[src/sv/pds_pkg.sv]
package pds_pkg;

   localparam int RATE_W     = 20;
   localparam int MULT_W     = 9;
   localparam int POST_W     = 3;
   localparam int DIV_W      = 9;
   localparam int HALF_W     = DIV_W - 1;
   localparam int MCLK_SHIFT = 8;
   localparam int NUM_W      = 29;
   localparam int PT_W       = RATE_W + POST_W;
   localparam int DIVR_W     = PT_W + MCLK_SHIFT;
   localparam int CAND_W     = NUM_W + 1;
   localparam int CNT_W      = $clog2(NUM_W);

   localparam logic [MULT_W-1:0] MULT_MIN = 9'd192;
   localparam logic [MULT_W-1:0] MULT_MAX = 9'd432;
   localparam logic [POST_W-1:0] POST_MIN = 3'd2;
   localparam logic [POST_W-1:0] POST_MAX = 3'd7;
   localparam logic [DIV_W-1:0]  DIV_MIN  = 9'd4;
   localparam logic [DIV_W-1:0]  DIV_MAX  = 9'd511;
   localparam logic [RATE_W-1:0] REF_HZ   = 20'd1000000;

   typedef enum logic [3:0] {
      ST_IDLE,
      ST_CHECK,
      ST_PAIR,
      ST_DIV0,
      ST_WAIT0,
      ST_CAND,
      ST_DIV1,
      ST_WAIT1,
      ST_CMP,
      ST_STEP,
      ST_RESP
   } pds_state_type;

   typedef enum logic {
      DIV_SEL_D0,
      DIV_SEL_RATE
   } pds_div_sel_type;

   typedef struct packed {
      logic            load;
      logic            pair;
      logic            div_start;
      pds_div_sel_type div_sel;
      logic            keep_d0;
      logic            cand;
      logic            compare;
      logic            next_k;
      logic            next_pair;
   } pds_cmd_type;

   typedef struct packed {
      logic target_zero;
      logic div_busy;
      logic div_done;
      logic d_ok;
      logic exact;
      logic k_one;
      logic pair_last;
   } pds_status_type;

endpackage

[src/sv/pds_divider.sv]
module pds_divider (
   input  logic                       clock,
   input  logic                       reset,
   input  logic                       start,
   input  logic [pds_pkg::NUM_W-1:0]  dividend,
   input  logic [pds_pkg::DIVR_W-1:0] divisor,
   output logic                       busy,
   output logic                       done,
   output logic [pds_pkg::NUM_W-1:0]  quotient
);
   import pds_pkg::*;

   logic                busy_ff, busy_in;
   logic                done_ff, done_in;
   logic [CNT_W-1:0]    cnt_ff, cnt_in;
   logic [DIVR_W-1:0]   rem_ff, rem_in;
   logic [NUM_W-1:0]    quo_ff, quo_in;
   logic [DIVR_W-1:0]   dsr_ff, dsr_in;
   logic [DIVR_W:0]     trial;
   logic [DIVR_W:0]     diff;
   logic                ge;

   assign trial = {rem_ff, quo_ff[NUM_W-1]};
   assign ge    = trial >= {1'b0, dsr_ff};
   assign diff  = trial - {1'b0, dsr_ff};

   always_comb begin
      busy_in = busy_ff;
      done_in = 1'b0;
      cnt_in  = cnt_ff;
      rem_in  = rem_ff;
      quo_in  = quo_ff;
      dsr_in  = dsr_ff;
      if (start) begin
         busy_in = 1'b1;
         cnt_in  = CNT_W'(NUM_W - 1);
         rem_in  = '0;
         quo_in  = dividend;
         dsr_in  = divisor;
      end else if (busy_ff) begin
         rem_in = ge ? diff[DIVR_W-1:0] : trial[DIVR_W-1:0];
         quo_in = {quo_ff[NUM_W-2:0], ge};
         if (cnt_ff == '0) begin
            busy_in = 1'b0;
            done_in = 1'b1;
         end else begin
            cnt_in = cnt_ff - 1'b1;
         end
      end
   end

   always_ff @(posedge clock) begin
      if (reset) begin
         busy_ff <= 1'b0;
         done_ff <= 1'b0;
         cnt_ff  <= '0;
      end else begin
         busy_ff <= busy_in;
         done_ff <= done_in;
         cnt_ff  <= cnt_in;
      end
      rem_ff <= rem_in;
      quo_ff <= quo_in;
      dsr_ff <= dsr_in;
   end

   assign busy     = busy_ff;
   assign done     = done_ff;
   assign quotient = quo_ff;

endmodule

[src/sv/pds_datapath.sv]
module pds_datapath (
   input  logic                        clock,
   input  logic                        reset,
   input  pds_pkg::pds_cmd_type        cmd,
   output pds_pkg::pds_status_type     status,
   input  logic [pds_pkg::RATE_W-1:0]  target_rate,
   output logic [pds_pkg::MULT_W-1:0]  pll_mult,
   output logic [pds_pkg::POST_W-1:0]  pll_post_div,
   output logic [pds_pkg::HALF_W-1:0]  half_divider,
   output logic                        odd_bit,
   output logic [pds_pkg::RATE_W-1:0]  rate_error,
   output logic                        res_status
);
   import pds_pkg::*;

   logic [RATE_W-1:0] target_ff;
   logic [MULT_W-1:0] n_ff, n_in;
   logic [POST_W-1:0] r_ff, r_in;
   logic              k_ff, k_in;
   logic [NUM_W-1:0]  num_ff;
   logic [DIVR_W-1:0] div1_ff;
   logic [DIVR_W-1:0] div2_ff;
   logic [NUM_W-1:0]  d0_ff;
   logic [DIV_W-1:0]  d_ff;
   logic [MULT_W-1:0] best_n_ff;
   logic [POST_W-1:0] best_r_ff;
   logic [DIV_W-1:0]  best_d_ff;
   logic [RATE_W-1:0] best_err_ff;
   logic              found_ff, found_in;
   logic              exact_ff, exact_in;

   logic [PT_W-1:0]   rt_prod;
   logic [DIV_W+POST_W-1:0] rd_prod;
   logic [CAND_W-1:0] cand_d;
   logic [DIVR_W-1:0] div_divisor;
   logic              div_busy, div_done;
   logic [NUM_W-1:0]  quotient;
   logic [NUM_W-1:0]  diff;
   logic [RATE_W-1:0] err;
   logic              better;

   pds_divider u_div (
      .clock    (clock),
      .reset    (reset),
      .start    (cmd.div_start),
      .dividend (num_ff),
      .divisor  (div_divisor),
      .busy     (div_busy),
      .done     (div_done),
      .quotient (quotient)
   );

   assign div_divisor = (cmd.div_sel == DIV_SEL_RATE) ? div2_ff : div1_ff;

   assign rt_prod = PT_W'(r_ff) * PT_W'(target_ff);
   assign cand_d  = {1'b0, d0_ff} + CAND_W'(k_ff);
   assign rd_prod = (DIV_W+POST_W)'(r_ff) * (DIV_W+POST_W)'(cand_d[DIV_W-1:0]);

   assign diff = (quotient > NUM_W'(target_ff)) ? (quotient - NUM_W'(target_ff))
                                                : (NUM_W'(target_ff) - quotient);
   assign err    = diff[RATE_W-1:0];
   assign better = !found_ff || (err < best_err_ff);

   always_comb begin
      n_in     = n_ff;
      r_in     = r_ff;
      k_in     = k_ff;
      found_in = found_ff;
      exact_in = exact_ff;
      if (cmd.load) begin
         n_in     = MULT_MIN;
         r_in     = POST_MIN;
         k_in     = 1'b0;
         found_in = 1'b0;
         exact_in = 1'b0;
      end else if (cmd.next_k) begin
         k_in = 1'b1;
      end else if (cmd.next_pair) begin
         k_in = 1'b0;
         if (r_ff == POST_MAX) begin
            r_in = POST_MIN;
            n_in = n_ff + 1'b1;
         end else begin
            r_in = r_ff + 1'b1;
         end
      end else if (cmd.compare && better) begin
         found_in = 1'b1;
         exact_in = (err == '0);
      end
   end

   always_ff @(posedge clock) begin
      if (reset) begin
         n_ff     <= MULT_MIN;
         r_ff     <= POST_MIN;
         k_ff     <= 1'b0;
         found_ff <= 1'b0;
         exact_ff <= 1'b0;
      end else begin
         n_ff     <= n_in;
         r_ff     <= r_in;
         k_ff     <= k_in;
         found_ff <= found_in;
         exact_ff <= exact_in;
      end
      if (cmd.load) begin
         target_ff <= target_rate;
      end
      if (cmd.pair) begin
         num_ff  <= NUM_W'(n_ff) * NUM_W'(REF_HZ);
         div1_ff <= {rt_prod, {MCLK_SHIFT{1'b0}}};
      end
      if (cmd.keep_d0) begin
         d0_ff <= quotient;
      end
      if (cmd.cand) begin
         d_ff    <= cand_d[DIV_W-1:0];
         div2_ff <= DIVR_W'({rd_prod, {MCLK_SHIFT{1'b0}}});
      end
      if (cmd.compare && better) begin
         best_n_ff   <= n_ff;
         best_r_ff   <= r_ff;
         best_d_ff   <= d_ff;
         best_err_ff <= err;
      end
   end

   assign status.target_zero = (target_ff == '0);
   assign status.div_busy    = div_busy;
   assign status.div_done    = div_done;
   assign status.d_ok        = (cand_d >= CAND_W'(DIV_MIN)) && (cand_d <= CAND_W'(DIV_MAX));
   assign status.exact       = exact_ff;
   assign status.k_one       = k_ff;
   assign status.pair_last   = (n_ff == MULT_MAX) && (r_ff == POST_MAX);

   assign pll_mult     = found_ff ? best_n_ff : '0;
   assign pll_post_div = found_ff ? best_r_ff : '0;
   assign half_divider = found_ff ? best_d_ff[DIV_W-1:1] : '0;
   assign odd_bit      = found_ff ? best_d_ff[0] : 1'b0;
   assign rate_error   = found_ff ? best_err_ff : '0;
   assign res_status   = !found_ff;

`ifndef SYNTHESIS
   a_best_div_range: assert property (@(posedge clock) disable iff (reset)
      found_ff |-> (best_d_ff >= DIV_MIN))
      else $error("kept divider below range");
   a_best_pair_range: assert property (@(posedge clock) disable iff (reset)
      found_ff |-> (best_r_ff >= POST_MIN) && (best_n_ff >= MULT_MIN)
                   && (best_n_ff <= MULT_MAX))
      else $error("kept PLL setting out of range");
   a_exact_found: assert property (@(posedge clock) disable iff (reset)
      exact_ff |-> found_ff && (best_err_ff == '0))
      else $error("exact flag without zero-error candidate");
`endif

endmodule

[src/sv/pds_control.sv]
module pds_control (
   input  logic                    clock,
   input  logic                    reset,
   input  logic                    req_valid,
   output logic                    req_ready,
   output logic                    rsp_valid,
   input  logic                    rsp_ready,
   output pds_pkg::pds_cmd_type    cmd,
   input  pds_pkg::pds_status_type status
);
   import pds_pkg::*;

   pds_state_type state_ff, state_in;

   always_comb begin
      state_in = state_ff;
      case (state_ff)
         ST_IDLE: begin
            if (req_valid) state_in = ST_CHECK;
         end
         ST_CHECK: begin
            state_in = status.target_zero ? ST_RESP : ST_PAIR;
         end
         ST_PAIR:  state_in = ST_DIV0;
         ST_DIV0:  state_in = ST_WAIT0;
         ST_WAIT0: begin
            if (status.div_done) state_in = ST_CAND;
         end
         ST_CAND: begin
            state_in = status.d_ok ? ST_DIV1 : ST_STEP;
         end
         ST_DIV1:  state_in = ST_WAIT1;
         ST_WAIT1: begin
            if (status.div_done) state_in = ST_CMP;
         end
         ST_CMP:   state_in = ST_STEP;
         ST_STEP: begin
            if (status.exact) begin
               state_in = ST_RESP;
            end else if (!status.k_one) begin
               state_in = ST_CAND;
            end else if (status.pair_last) begin
               state_in = ST_RESP;
            end else begin
               state_in = ST_PAIR;
            end
         end
         ST_RESP: begin
            if (rsp_ready) state_in = ST_IDLE;
         end
         default:  state_in = ST_IDLE;
      endcase
   end

   always_comb begin
      req_ready = 1'b0;
      rsp_valid = 1'b0;
      cmd       = '0;
      case (state_ff)
         ST_IDLE: begin
            req_ready = 1'b1;
            cmd.load  = req_valid;
         end
         ST_PAIR: begin
            cmd.pair = 1'b1;
         end
         ST_DIV0: begin
            cmd.div_start = 1'b1;
            cmd.div_sel   = DIV_SEL_D0;
         end
         ST_WAIT0: begin
            cmd.keep_d0 = status.div_done;
         end
         ST_CAND: begin
            cmd.cand = status.d_ok;
         end
         ST_DIV1: begin
            cmd.div_start = 1'b1;
            cmd.div_sel   = DIV_SEL_RATE;
         end
         ST_CMP: begin
            cmd.compare = 1'b1;
         end
         ST_STEP: begin
            if (!status.exact) begin
               if (!status.k_one) begin
                  cmd.next_k = 1'b1;
               end else if (!status.pair_last) begin
                  cmd.next_pair = 1'b1;
               end
            end
         end
         ST_RESP: begin
            rsp_valid = 1'b1;
         end
         default: begin
            cmd = '0;
         end
      endcase
   end

   always_ff @(posedge clock) begin
      if (reset) begin
         state_ff <= ST_IDLE;
      end else begin
         state_ff <= state_in;
      end
   end

`ifndef SYNTHESIS
   a_ready_valid_excl: assert property (@(posedge clock) disable iff (reset)
      !(req_ready && rsp_valid))
      else $error("input taken while result pending");
   a_start_idle_div: assert property (@(posedge clock) disable iff (reset)
      cmd.div_start |-> !status.div_busy)
      else $error("divider restarted while busy");
   a_compare_after_div: assert property (@(posedge clock) disable iff (reset)
      cmd.compare |-> $past(status.div_done))
      else $error("compare without fresh quotient");
`endif

endmodule

[src/sv/pll_divider_search.sv]
// channel  | valid / ready          | payload
// ---------+------------------------+-----------------------------------------------
// request  | req_valid / req_ready  | req_target_rate
// response | rsp_valid / rsp_ready  | rsp_pll_mult, rsp_pll_post_div, rsp_half_divider,
//          |                        | rsp_odd_bit, rsp_rate_error, rsp_status
//
// One item at a time: req_ready is high only while idle.
// Each (N, R) pair runs one division for the base divider d0, then one more for each
// in-range divider tried (d0 and d0 + 1), all on the shared 29-step restoring divider.
// A zero target goes from the check state straight to the response state;
// an exact match ends the search early.
// Synchronous active-high reset returns to idle; the result is held until rsp_ready.
module pll_divider_search (
   input  logic                        clock,
   input  logic                        reset,
   input  logic                        req_valid,
   output logic                        req_ready,
   input  logic [pds_pkg::RATE_W-1:0]  req_target_rate,
   output logic                        rsp_valid,
   input  logic                        rsp_ready,
   output logic [pds_pkg::MULT_W-1:0]  rsp_pll_mult,
   output logic [pds_pkg::POST_W-1:0]  rsp_pll_post_div,
   output logic [pds_pkg::HALF_W-1:0]  rsp_half_divider,
   output logic                        rsp_odd_bit,
   output logic [pds_pkg::RATE_W-1:0]  rsp_rate_error,
   output logic                        rsp_status
);
   import pds_pkg::*;

   pds_cmd_type    cmd;
   pds_status_type status;

   pds_control u_ctrl (
      .clock     (clock),
      .reset     (reset),
      .req_valid (req_valid),
      .req_ready (req_ready),
      .rsp_valid (rsp_valid),
      .rsp_ready (rsp_ready),
      .cmd       (cmd),
      .status    (status)
   );

   pds_datapath u_dp (
      .clock        (clock),
      .reset        (reset),
      .cmd          (cmd),
      .status       (status),
      .target_rate  (req_target_rate),
      .pll_mult     (rsp_pll_mult),
      .pll_post_div (rsp_pll_post_div),
      .half_divider (rsp_half_divider),
      .odd_bit      (rsp_odd_bit),
      .rate_error   (rsp_rate_error),
      .res_status   (rsp_status)
   );

endmodule

[config.mk]
export PLATFORM = sky130hd
export DESIGN_NAME = pll_divider_search
export DESIGN_NICKNAME = d
export VERILOG_FILES = /design/src/sv/pds_pkg.sv /design/src/sv/pds_divider.sv /design/src/sv/pds_datapath.sv /design/src/sv/pds_control.sv /design/src/sv/pll_divider_search.sv
export SDC_FILE = /design/constraint.sdc
export NUM_CORES = 1
export LEC_CHECK = 0
export ABC_CLOCK_PERIOD_IN_PS = 6950
export BUFFER_PORTS_ARGS = -buffer_cell sky130_fd_sc_hd__buf_4
export CORE_MARGIN = 5
export CORE_UTILIZATION = 40
export DETAILED_ROUTE_END_ITERATION = 8
export PLACE_DENSITY = 0.61
export SYNTH_ARGS = -nofsm -noshare
export SYNTH_HDL_FRONTEND = slang
export SYNTH_SLANG_ARGS = --single-unit
[constraint.sdc]
create_clock -name clock -period 6.95 [get_ports clock]
set_input_delay 0.3475 -clock clock [delete_from_list [all_inputs] [get_ports clock]]
set_output_delay 0.3475 -clock clock [all_outputs]
set_load 0.01 [all_outputs]
Yosys cells after proc, flatten, opt, wreduce, memory -nomap -nowiden

Cells that the tools add are included.

RAM bits: 0
Latch bits: 0
Register bits after elaboration: 274
Memories: 0
ROM bits: 0
Word-level logic and storage cells: 124
Bits of input ports: 24
Output and inout bits: 44

Divide/modulo/power cells: 0
Add/subtract/negate cells: 7
Multiply operators: 3
Shift-type cells: 0
Reductions and logical operators: 20
Bitwise gates (word level): 4
Equality and inequality tests: 17
Muxes and demuxes: 43
Order comparisons: 5

Operator list:

| operator                | number |
|---|---|
| $mux W20                | 3 |
| $mux W29                | 2 |
| $pmux W4 S11            | 1 |
| $logic_not A20 Y1       | 2 |
| $sub A20 B20 Y20        | 2 |
| $mux W4                 | 9 |
| $ge A32 B31 Y1          | 1 |
| $mux W31                | 1 |
| $sub A31 B31 Y31        | 1 |
| $add A29 B1 Y30         | 1 |
| $ge A30 B3 Y1 const B   | 1 |
| $le A30 B9 Y1 const B   | 1 |
| $gt A29 B20 Y1          | 1 |
| $mul A3 B20 Y23         | 1 |
| $mul A9 B14 Y23 const B | 1 |
| $lt A20 B20 Y1          | 1 |
| $mux W1                 | 17 |
| $eq A4 B3 Y1 const B    | 4 |
| $mux W5                 | 3 |
| $eq A4 B4 Y1 const B    | 3 |
| $mul A3 B9 Y12          | 1 |
| $add A9 B1 Y9 const B   | 1 |
| $eq A9 B9 Y1 const B    | 1 |
| $mux W9                 | 1 |
| 23 further kinds        | 39 |

Longest topological paths before layout

Depth in word-level cells: 8
Depth in mapped cells: 23
Gate-level depth less buffers: 22

By module

A second synthesis with hierarchy kept.

Cell total of the unflattened synthesis: 1886
Area, all modules: 19145.9 sq um

By module, submodules not included:

| module       | sequential area each (sq um) | cells an instance | area an instance (sq um) | instances |
|---|---|---|---|---|
| pds_datapath | 5014.8                       | 1261              | 12906.1                  | 1 |
| pds_divider  | 2562.5                       | 559               | 5741.8                   | 1 |
| pds_control  | 80.1                         | 66                | 498.0                    | 1 |

Worst setup path before layout

OpenSTA, ideal clock, no wires.

Path type: reg2reg
Start point: register u_dp.target_ff[14]
End point: register u_dp.best_d_ff[0] (enable)
Buffers on the path: 1
Data arrival time: 4.586 ns
Required time: 6.555 ns
Clock period less this slack: 4.981 ns
Library setup time: 0.395 ns
Path slack: 1.969 ns
Stages on the path, launching flop included: 19
Path through: edfxtp_1 > ha_1 > a21oi_1 > o21ai_1 > a221o_1 > a311o_2 > buf_4 > a21o_1 > and3_1 > or3_1 > and2_1 > ha_1 > o21ai_0 > a21oi_1 > and4_1 > o21ai_0 > a31o_2 > a21oi_1 > inv_1

Cells in the longest elaborated chain, start to end: 5
Elaborated cells on any way between the ends: 7
Those cells by class: add/sub (2); order compare (2); mux (1); reduce/logical (2)

RTL lines:

| element                | line                | text |
|---|---|---|
| start, declared        | pds_datapath.sv:16  | `logic [RATE_W-1:0] target_ff;` |
| start signal, assigned | pds_datapath.sv:107 | `target_ff <= target_rate;` |
| $gt A29 B20 Y1         | pds_datapath.sv:59  | `assign diff = (quotient > NUM_W'(target_ff)) ? (quotient - NUM_W'(target_ff))` |
| $mux W20               | pds_datapath.sv:59  |  |
| via u_dp.diff[12]      | pds_datapath.sv:38  | `logic [NUM_W-1:0] diff;` |
| $lt A20 B20 Y1         | pds_datapath.sv:62  | `assign better = !found_ff \|\| (err < best_err_ff);` |
| $logic_or A1 B1 Y1     | pds_datapath.sv:62  |  |
| $logic_and A1 B1 Y1    | pds_datapath.sv:120 | `if (cmd.compare && better) begin` |
| end signal, assigned   | pds_datapath.sv:123 | `best_d_ff <= d_ff;` |
| end, declared          | pds_datapath.sv:27  | `logic [DIV_W-1:0] best_d_ff;` |

The timed path passes the listed nets, and every way through them passes these cells.
A chain may end at the register's enable or synchronous reset.

Worst setup path after layout

Start point: register u_dp.target_ff[14]
End point: register u_dp.exact_ff

Cells in the longest elaborated chain, start to end: 6
Elaborated cells on any way between the ends: 9
Those cells by class: add/sub (2); order compare (2); mux (1); reduce/logical (4)

RTL lines:

| element                     | line                | text |
|---|---|---|
| $gt A29 B20 Y1 *            | pds_datapath.sv:59  |  |
| $mux W20 *                  | pds_datapath.sv:59  |  |
| via u_dp.diff[4]            | pds_datapath.sv:38  |  |
| $lt A20 B20 Y1              | pds_datapath.sv:62  |  |
| $logic_or A1 B1 Y1          | pds_datapath.sv:62  |  |
| $logic_and A1 B1 Y1         | pds_datapath.sv:86  | `end else if (cmd.compare && better) begin` |
| $reduce_and A3 Y1 (no line) | --                  |  |
| end signal, assigned        | pds_datapath.sv:104 | `exact_ff <= exact_in;` |
| end, declared               | pds_datapath.sv:30  | `logic exact_ff, exact_in;` |

The timed path passes the listed nets; every way through them passes the cells marked *.

==> results.md <==
* Status: complete, no violations
* CP Capture Type: flip-flop
* CTS Buf Count at 31
* CP peak stage delay at ~0.5 ns
* CP startpoint: u_dp.target_ff[14]$_DFFE_PP_
* DR DRC count at 0
* Final period utilization at 81.3%
* Worst-path cell chain: ha_1 > a21oi_1 > o21ai_1 > a221o_1 > a311oi_2 > buf_4 > nor4_1 > nor3_1 > nor2_1 > ha_1 > a21o_1 > a2111oi_0 > a21oi_1 > o21ai_0 > a31o_2 > a21oi_1 > or4_1 > nor4b_2 > nand4b_1 > o31ai_2
* Clock Latency Late Sink at roughly 0.57 ns
* Initial Utilization at 40.3%
* Lkg Pwr at 0.00870 µW
* Sw Pwr at 1450 µW
* Final wirelength at 45,000 µm
* H-Tree Depth at 1
* Crit path kind: flip-flop to flip-flop
* Largest net degree at the start of global routing at 96
* Clock period minus worst slack at 5.65 ns
* Area contributors post-synth: edfxtp_1, ha_1, dfxtp_1, fa_1, inv_1
* Mean Syn Cell Area at ~10 µm²
* Dpl hpwl at 34,000 µm
* Layout cell share with drive strength beyond 1 at 9.80%
* Cell count after synthesis at approximately 1,800
* Synth Warn # at 0
* Crit path capture: u_dp.exact_ff$_SDFFE_PP0P_
* Total gr overflow at 0
* Post-synth ARST share at 0%
* Slowest-stage cell, CP: edfxtp_1
* Via count at 13,532
* Synthesized area at roughly 18,000 µm²
* Hold Path Class: input pin to flip-flop
* CP arrival at between 6 and 7 ns
* Synth Register Bits at 266
* Setup-failing EPs final at 0
* Sw Share at 30.0%
* Worst-path fanout max at 8
* Crit Reg-Reg Endpoint: u_dp.exact_ff$_SDFFE_PP0P_
* Layout Nets at 2,162
* Final Max Tran Viols at 0
* DR iter-0 viols at just over 900
* Max_slew headroom at 22.7%
* RePlAce Congestion at 0.893
* Commonest cells in the netlist: inv_1, edfxtp_1, ha_1
* Die area at 49,900 µm²
* Clk pwr share at between 30 and 40%
* Die Ht at 223 µm
* DR pass1 iterations at 5
* Fmax at 177 MHz
* Reg2reg start: u_dp.target_ff[14]$_DFFE_PP_
* Final setup TNS at 0 ns
* I/O pin count at 68
* Sequential share of power at 40.6%
* Total design power at 4820 µW
* Worst slew pin tran at between 1 and 1.5 ns
* Post-DR vias/cell at approximately 5.4
* Post-CTS Setup Inserts at 0
* Mapped Nets at 2,079
* Top-count cell post-synth: inv_1
* Final hold violation count at 0
* Synth cell types at 81
* Post-Layout Inst Area at 20,600 µm²
* Final core occ at 45.6%
* Worst r2r path cells at 20
* Max VDD drop at between 150 and 200 µV
* CP startpoint kind: flip-flop
* Final std cells w/o fill at 2,529
* First-pass GRT wire length at ~73,000 µm
* Power Density at around 230 nW/µm²
* Die width at roughly 220 µm
* EDFF count, synth at 209
* Routed Antenna Nets at 0
* Clk_skew at 0.0257 ns
* Initial antenna violation count at 1
* Root buf cell: clkbuf_16
* Area grow syn2layout at 13.2%
* Register-to-Register Setup Slack at 1.30 ns
* Crit path top cell by count: a21oi_1
* Wire per inst at 17.8 µm
* Antenna cells at 0
* Fill cell count at 4,257
* Commonest register cell after synthesis: edfxtp_1
* Vias in the first global route at around 14,000
* Internal at 3370 µW
* Number of placement rows at 78
* Post-cts sizing count at 0
* RSZ-0062 raised after global routing: no
* Gate power share at 25.0%
* Post-synth top area share at about 34%
* Overall routing resource usage at 17.9%
* Dpl cell area at 19,400 µm²
* Port Buffers at 67
* Core Region at roughly 45,000 µm²
* Clock sink count at 266
* Hold buffer count at cts at 19
* Part of the Yosys area used for sequential elements at 40.8%
* CTS max path bufs at 3
* Max-cap viol count at 0
* Clock Pin Slew Worst Setup and Hold Paths at 0.06 ns
* Post-synth top area cell: edfxtp_1
* Cell Count Post-Placement at 2,454
* Req. time, crit path at between 7 and 8 ns
* CTS tree: built
## layout make-up
| class | count | area [µm²] | area share (%) |
|---|---|---|---|
| clock buffer | 36 | 805 | 3.90 |
| clock inverter | 20 | 223 | 1.08 |
| inverter | 225 | 845 | 4.10 |
| multi-input combinational | 1279 | 9750 | 47.3 |
| sequential | 266 | 7420 | 36.0 |
| tap | 600 | 751 | 3.64 |
| timing repair buffer | 103 | 821 | 3.98 |
## cell families after synthesis
group,count (synthesis),share of synthesized area (%)
DFF,266,40.8
xor gates and xnor gates,88,4.23
and+or+nand+nor,556,15.3
adders and majority gates,232,18.1
AOI/OAI and AO/OA,346,12.5
buffers and inverters,278,5.86
muxes,57,3.32
## flip-flops by register name (all words and copies together), names as in the netlist, 3 cells and up
| register | count |
|---|---|
| u_dp.r_ff | 3 |
| u_dp.d_ff | 9 |
| u_dp.u_div.rem_ff | 31 |
| u_dp.div1_ff | 23 |
| u_dp.n_ff | 9 |
| u_dp.num_ff | 23 |
| u_dp.d0_ff | 29 |
| u_dp.u_div.dsr_ff | 23 |
| u_dp.u_div.quotient | 29 |
| u_dp.u_div.cnt_ff | 5 |
| u_dp.best_d_ff | 9 |
| u_dp.best_r_ff | 3 |
| u_dp.best_err_ff | 20 |
| u_dp.div2_ff | 12 |
| u_ctrl.state_ff | 4 |
| u_dp.best_n_ff | 9 |
| u_dp.target_ff | 20 |
## metrics by stage
stage | worst slack (ns) | hold slack (ns)
after global placement | 1.54 | 0.401
after floorplan | 1.97 | 0.400
after global routing | 1.01 | 0.00636
after detailed placement | 1.38 | 0.405
after CTS | 1.34 | 0.00548
final | 1.30 | 0.0268
## worst max-delay path, delay by kind of cell, from the launching register on
family          cells  cell delay, ns
compound gates     11            2.77
simple gates        6            1.32
fa+ha+maj           2            0.72
flops               1            0.50
buf+inv             1            0.23
## worst min-delay path by stage
stage | startpoint | endpoint | slack, ns | cells after the start
3_3_place_gp | u_dp.d_ff[4]$_DFFE_PP_ | u_dp.best_d_ff[4]$_DFFE_PP_ | 0.40 | 0
6_report | req_target_rate[14] | u_dp.target_ff[14]$_DFFE_PP_ | 0.03 | 1
5_1_grt | req_target_rate[14] | u_dp.target_ff[14]$_DFFE_PP_ | 0.006 | 1
3_5_place_dp | u_dp.d_ff[6]$_DFFE_PP_ | u_dp.best_d_ff[6]$_DFFE_PP_ | 0.41 | 0
2_1_floorplan | u_dp.d_ff[0]$_DFFE_PP_ | u_dp.best_d_ff[0]$_DFFE_PP_ | 0.40 | 0
4_1_cts | req_target_rate[14] | u_dp.target_ff[14]$_DFFE_PP_ | 0.005 | 1
## cell usage in the layout, fill, tap and decap left out, types with 7 or more instances in the layout
| cell | Yosys | routed |
|---|---|---|
| a211oi_1 | 30 | 30 |
| a21o_1 | 35 | 35 |
| a21oi_1 | 82 | 82 |
| a31oi_1 | 14 | 14 |
| and2_1 | 55 | 55 |
| and3_1 | 13 | 13 |
| buf_4 | 2 | 84 |
| clkbuf_16 | 0 | 31 |
| clkinv_1 | 0 | 8 |
| dfxtp_1 | 57 | 57 |
| dlygate4sd3_1 | 0 | 19 |
| edfxtp_1 | 209 | 209 |
| fa_1 | 51 | 51 |
| ha_1 | 181 | 181 |
| inv_1 | 225 | 224 |
| mux2_2 | 23 | 23 |
| mux2i_1 | 33 | 33 |
| nand2_1 | 156 | 156 |
| nand2b_1 | 21 | 21 |
| nand3_1 | 35 | 35 |
| nand4_1 | 15 | 15 |
| nor2_1 | 125 | 123 |
| nor2b_1 | 31 | 31 |
| nor3_1 | 38 | 37 |
| nor4_1 | 19 | 19 |
| o211ai_1 | 10 | 10 |
| o21a_1 | 14 | 14 |
| o21ai_0 | 77 | 77 |
| o21bai_1 | 8 | 8 |
| o22ai_1 | 8 | 8 |
| o31ai_1 | 8 | 7 |
| or2_2 | 10 | 10 |
| or3_1 | 11 | 11 |
| xnor2_1 | 62 | 62 |
| xor2_1 | 26 | 26 |
## layer usage
metal	part of all wire (%)	track usage, %
met5	0	0
met4	1.9	3.48
met3	5.1	2.42
met1	47	25.2
met2	46	29.7
## power by group through the flow
stage	Sequential, µW	Clock (µW)	Combinational, µW
2_1_floorplan	1950	0	920
3_3_place_gp	1980	0	1170
3_5_place_dp	1990	0	1180
4_1_cts	1960	1700	1200
5_1_grt	1970	1760	1340
6_report	1960	1660	1200
(Power assumes the default switching activity.)
